--- src/rtl/etm_pkg.sv ---
`timescale 1ns / 1ps
// ----------------------------------------------------------------------------
// etm_pkg
// Shared types and constants of the Euler-angle TRS model matrix pipeline.
// ----------------------------------------------------------------------------
package etm_pkg;

  localparam int AtanLen = 24;

  localparam logic signed [33:0] KGain  = 34'sd652032874;
  localparam logic signed [33:0] Pi     = 34'sd3373259426;
  localparam logic signed [33:0] HalfPi = 34'sd1686629713;

  localparam logic signed [26:0] LinMax = 27'sd8388607;
  localparam logic signed [26:0] LinMin = -27'sd8388608;

  typedef logic signed [31:0] trig_val_t;
  typedef logic signed [32:0] rot_val_t;
  typedef logic signed [23:0] lin_val_t;

  typedef struct packed {
    trig_val_t sin;
    trig_val_t cos;
  } trig_t;

  typedef rot_val_t rot_t [9];
  typedef lin_val_t lin_t [9];

  function automatic logic [31:0] atan_q30(input int idx);
    logic [31:0] v;
    unique case (idx)
      0:  v = 32'd843314856;
      1:  v = 32'd497837829;
      2:  v = 32'd263043836;
      3:  v = 32'd133525158;
      4:  v = 32'd67021686;
      5:  v = 32'd33543515;
      6:  v = 32'd16775850;
      7:  v = 32'd8388437;
      8:  v = 32'd4194282;
      9:  v = 32'd2097149;
      10: v = 32'd1048575;
      11: v = 32'd524287;
      12: v = 32'd262143;
      13: v = 32'd131071;
      14: v = 32'd65535;
      15: v = 32'd32767;
      16: v = 32'd16383;
      17: v = 32'd8191;
      18: v = 32'd4095;
      19: v = 32'd2047;
      20: v = 32'd1023;
      21: v = 32'd511;
      22: v = 32'd255;
      23: v = 32'd127;
      default: v = 32'd0;
    endcase
    return v;
  endfunction

endpackage

--- src/rtl/etm_cordic.sv ---
`timescale 1ns / 1ps
// ----------------------------------------------------------------------------
// etm_cordic
// Range reduction register followed by one register stage per CORDIC step.
// ----------------------------------------------------------------------------
module etm_cordic #(
  parameter int STAGES = 16
) (
  input  logic               clk_i,
  input  logic               en_i,
  input  logic signed [15:0] angle_i,
  output etm_pkg::trig_t     trig_o
);
  import etm_pkg::*;

  logic signed [33:0] x_q [STAGES+1];
  logic signed [33:0] y_q [STAGES+1];
  logic signed [33:0] z_q [STAGES+1];
  logic               neg_q [STAGES+1];
  logic signed [33:0] z_in;

  assign z_in = {angle_i[15], angle_i, 17'b0};

  always_ff @(posedge clk_i) begin
    if (en_i) begin
      x_q[0] <= KGain;
      y_q[0] <= '0;
      if (z_in > HalfPi) begin
        z_q[0]   <= z_in - Pi;
        neg_q[0] <= 1'b1;
      end else if (z_in < -HalfPi) begin
        z_q[0]   <= z_in + Pi;
        neg_q[0] <= 1'b1;
      end else begin
        z_q[0]   <= z_in;
        neg_q[0] <= 1'b0;
      end
    end
  end

  for (genvar i = 0; i < STAGES; i++) begin : g_stage
    localparam logic signed [33:0] Atan = 34'(atan_q30(i));
    always_ff @(posedge clk_i) begin
      if (en_i) begin
        if (!z_q[i][33]) begin
          x_q[i+1] <= x_q[i] - (y_q[i] >>> i);
          y_q[i+1] <= y_q[i] + (x_q[i] >>> i);
          z_q[i+1] <= z_q[i] - Atan;
        end else begin
          x_q[i+1] <= x_q[i] + (y_q[i] >>> i);
          y_q[i+1] <= y_q[i] - (x_q[i] >>> i);
          z_q[i+1] <= z_q[i] + Atan;
        end
        neg_q[i+1] <= neg_q[i];
      end
    end
  end

  assign trig_o.sin = neg_q[STAGES] ? 32'(-y_q[STAGES]) : 32'(y_q[STAGES]);
  assign trig_o.cos = neg_q[STAGES] ? 32'(-x_q[STAGES]) : 32'(x_q[STAGES]);

endmodule

--- config.mk ---
export PLATFORM = sky130hd
export DESIGN_NAME = etm_cordic
export DESIGN_NICKNAME = d
export VERILOG_FILES = /design/src/rtl/etm_pkg.sv /design/src/rtl/etm_cordic.sv
export SDC_FILE = /design/constraint.sdc
export NUM_CORES = 2
export LEC_CHECK = 0
export BUFFER_PORTS_ARGS = -buffer_cell sky130_fd_sc_hd__buf_2
export CAP_MARGIN = 10
export CORE_ASPECT_RATIO = 1.2
export CORE_MARGIN = 10
export CORE_UTILIZATION = 35
export DETAILED_ROUTE_END_ITERATION = 10
export GPL_ROUTABILITY_DRIVEN = 0
export SLEW_MARGIN = 10
export SYNTH_ARGS = -nofsm -noshare
export SYNTH_HDL_FRONTEND = slang
export SYNTH_SLANG_ARGS = --single-unit
--- constraint.sdc ---
create_clock -name clk_i -period 8.1 [get_ports clk_i]
set_input_delay 0.405 -clock clk_i [delete_from_list [all_inputs] [get_ports clk_i]]
set_output_delay 0.405 -clock clk_i [all_outputs]
set_load 0.005 [all_outputs]
==> flow_metrics.py <==
metrics = {
    "route": {
        "drt_iter0_markers": 5281,
        "routed_wire_length_per_instance_um": 17.62,
        "antenna_violating_nets_post_route": 0,
        "drt-vias-per-instance": 5.335,
        "drt-total-wl_um": 318500,
        "drc_errors": 0,
        "detailroute.via_count": 96440,
        "drtPass1Iterations": 6,
    },
    "critical_path": {
        "worstPathRequired_ps": 8680,
        "crit_slowest_cell": "nor4_1",
        "critical_path.cell_chain": "or3_1 -> or4_1 -> or3_1 -> nor4_1 -> a21oi_1 -> xnor2_1 -> ha_1 -> a21o_1 -> a21o_1 -> a21oi_1 -> o221a_2 -> a211oi_1 -> o41ai_1 -> o21ai_1 -> or4b_1 -> a31oi_1 -> xnor2_1",
        "worst-setup-path-type": "reg -> reg",
        "critPathArrivalTime_ps": 6510,
        "setup.reg_to_reg.worst_slack_ps": 2170,
        "cp_max_fo": 5,
        "timing.critical_path.to_type": "register",
        "cp_slowest_stage_delay_ps": 780,
        "worstSetupStartpointType": "register",
    },
    "timing": {
        "fmax_mhz": 168.6,
        "fin_skew_ps": 92.90,
        "totalNegativeSetupSlack_ps": 0,
        "period_minus_slack_ps": 5931,
        "worst-slew-pin-transition_ps": 1372,
        "slew-limit-headroom": 0.07689,
        "fin_worst_hold_slack_ps": 367.9,
        "timing.final.ws_setup_ps": 2169,
        "slew_violations": 0,
        "final.period_utilization": 0.7322,
        "timing_hold_violations_final": 0,
        "rsz0062_at_grt": "no",
        "report.final.setup_viol": 0,
    },
    "grt": {
        "grt_remaining_overflow": 0,
        "grt_pass1_vias": 94140,
        "first_pass_grt_wire_length_um": 503000,
        "grt_antenna_before_repair": 2,
        "grt_usage": 0.1580,
        "grt_start_max_net_pins": 148,
    },
    "yosys": {
        "synth-seq-cells": 1489,
        "synth-async-reset-ratio": 0,
        "syn_nets": 14570,
        "most_common_flop_cell_mapped_by_yosys": "edfxtp_1",
        "synth_enable_flop_cells": 1489,
        "post_synth_top_area_cell": "edfxtp_1",
        "postSynthCellCount": 13090,
        "synthDistinctLibCells": 95,
        "synth.area.top_cells": "edfxtp_1 36%, ha_1 14%, xnor2_1 9.2%",
        "synth_top_area_share": 0.3555,
        "yosysWarnings": 0,
        "seq_area_frac_synth": 0.3555,
        "synthesis.area_mm2": 0.1258,
        "mean_post_synth_cell_area_um2": 9.612,
    },
    "placed_design": {
        "dpl_worst_slack_ps": 2274,
        "dp.final_hpwl_um": 255600,
        "port_buffers": 81,
    },
    "outcome": {
        "status": "completed",
    },
    "cts": {
        "tritoncts_clock_tree": "yes",
        "cts_root_buf": "clkbuf_16",
        "clock_latency_at_the_later_pin_of_the_worst_skew_pair_ps": 910,
        "clock_sinks": 1489,
        "numCtsBuffers": 177,
        "ctsHtreeMaxLevel": 4,
        "clock_path_buffers": 4,
        "cts.clk_slew.worst_paths_ps": 60,
        "post_cts.repair.setup_buffers": 0,
    },
    "die": {
        "placement_rows": 241,
        "effective_utilization_at_floorplan": 0.3508,
        "boundaryPins": 82,
        "die-width_um": 567.2,
        "die_h_um": 676.7,
        "fp.coreArea_mm2": 0.3585,
        "die-area_mm2": 0.3838,
    },
    "layout": {
        "final_util": 0.3839,
        "final_layout_size_suffix_gt1_frac": 0.04101,
        "nNetsFinal": 14690,
        "areaGrowthSynthToFinish_pct": 9.430,
    },
    "run": {
        "max_cap_viol_count": 0,
    },
    "hold_path": {
        "class_of_the_worst_hold_path": "in -> reg",
    },
}
stage by stage:
step	cells	area, um2
floorplan	13090	125800
global placement	17740	131800
detailed placement	17740	131800
global route	18080	137600
finish	18080	137600
CTS	18080	137600
cells by family (layout without fill, tap and decap cells):
group / Yosys count / count (layout) / share of synthesized area
fa+ha+maj: 1468 / 1468 / 0.1487
buf+inv: 765 / 1017 / 0.02289
mux: 109 / 109 / 0.009083
compound gates: 4058 / 4058 / 0.2034
simple gates: 3256 / 3256 / 0.1252
flops: 1489 / 1489 / 0.3555
other cells: 0 / 3 / 0
xor+xnor: 1940 / 1940 / 0.1353
cell usage after synthesis (25+ instances only):
| cell type | count |
|---|---|
| xnor2_1 | 1326 |
| and2_1 | 47 |
| and3_1 | 107 |
| and4_1 | 29 |
| edfxtp_1 | 1489 |
| fa_1 | 44 |
| a21o_1 | 653 |
| a31oi_1 | 107 |
| nand3_1 | 217 |
| a221oi_1 | 25 |
| clkbuf_1 | 188 |
| nor4_1 | 79 |
| buf_1 | 37 |
| o211ai_1 | 58 |
| a21boi_0 | 39 |
| o41ai_1 | 63 |
| o31a_1 | 34 |
| mux2i_1 | 68 |
| a211o_1 | 35 |
| ha_1 | 1424 |
| nor2_1 | 968 |
| o31ai_1 | 140 |
| or4_1 | 49 |
| inv_1 | 536 |
| xor2_1 | 611 |
| a21oi_1 | 1406 |
| nor2b_1 | 181 |
| o21bai_1 | 162 |
| nand2b_1 | 211 |
| nand2_1 | 747 |
| a211oi_1 | 118 |
| a41oi_1 | 31 |
| a31o_2 | 28 |
| o21ai_0 | 737 |
| mux2_2 | 41 |
| nor3_1 | 286 |
| o21a_1 | 193 |
| or2_2 | 36 |
| nand4_1 | 99 |
| or3_1 | 119 |
registers in the layout, indices dropped and copies added (netlist names):
signal and count:
neg_q 17, z_q 481, y_q 509, x_q 482
layout make-up:
cell class / instances / area, um2
Clock inverter: 91 / 983.4
Inverter: 538 / 2019
Antenna cell: 3 / 7.507
Sequential cell: 1489 / 44710
Clock buffer: 220 / 4654
Timing Repair Buffer: 168 / 1136
Multi-Input combinational cell: 10830 / 78190
Tap cell: 4738 / 5928
Fill cell: 35520 / 220900
per-layer routing:
metal	routed length (um)	global-route usage
met5	13	0
met4	17170	0.07528
met3	8461	0.01567
met1	124400	0.1688
met2	168400	0.3077
critical path, delay by kind of cell (launching register included):
| kind | cells | cell delay, ps |
|---|---|---|
| xor gates and xnor gates | 2 | 260 |
| adders and majority gates | 1 | 210 |
| AOI/OAI and AO/OA | 9 | 2180 |
| DFF | 1 | 440 |
| and+or+nand+nor | 5 | 2540 |
what timing repair did:
action	4_1_cts	5_1_grt
gates resized for setup	0	0
hold buffers	20	0
endpoints found under the hold margin	19	0
endpoints found under the setup margin	0	0
path summary, 6_finish.rpt:
check                                 start           to  depth (start not counted)
worst min register to register  neg_q[0][7]  neg_q[0][8]                          0
worst max-delay path              x_q[5][9]   y_q[6][33]                         17
worst max register to register    x_q[5][9]   y_q[6][33]                         17
worst min-delay path             angle_i[1]   z_q[0][18]                          4
cell usage in the layout (no fill, tap or decap), types with 181 or more instances in the layout:
| cell | instances |
|---|---|
| edfxtp_1 | 1489 |
| nand2b_1 | 211 |
| xor2_1 | 611 |
| o21ai_0 | 737 |
| nor3_1 | 286 |
| nand2_1 | 743 |
| nor2_1 | 968 |
| nor2b_1 | 181 |
| a21o_1 | 653 |
| xnor2_1 | 1326 |
| a21oi_1 | 1406 |
| nand3_1 | 217 |
| ha_1 | 1424 |
| inv_1 | 528 |
| o21a_1 | 193 |
Power is not shown: default switching activity piles up to over one toggle a cycle in this logic, so the estimate is an artifact.
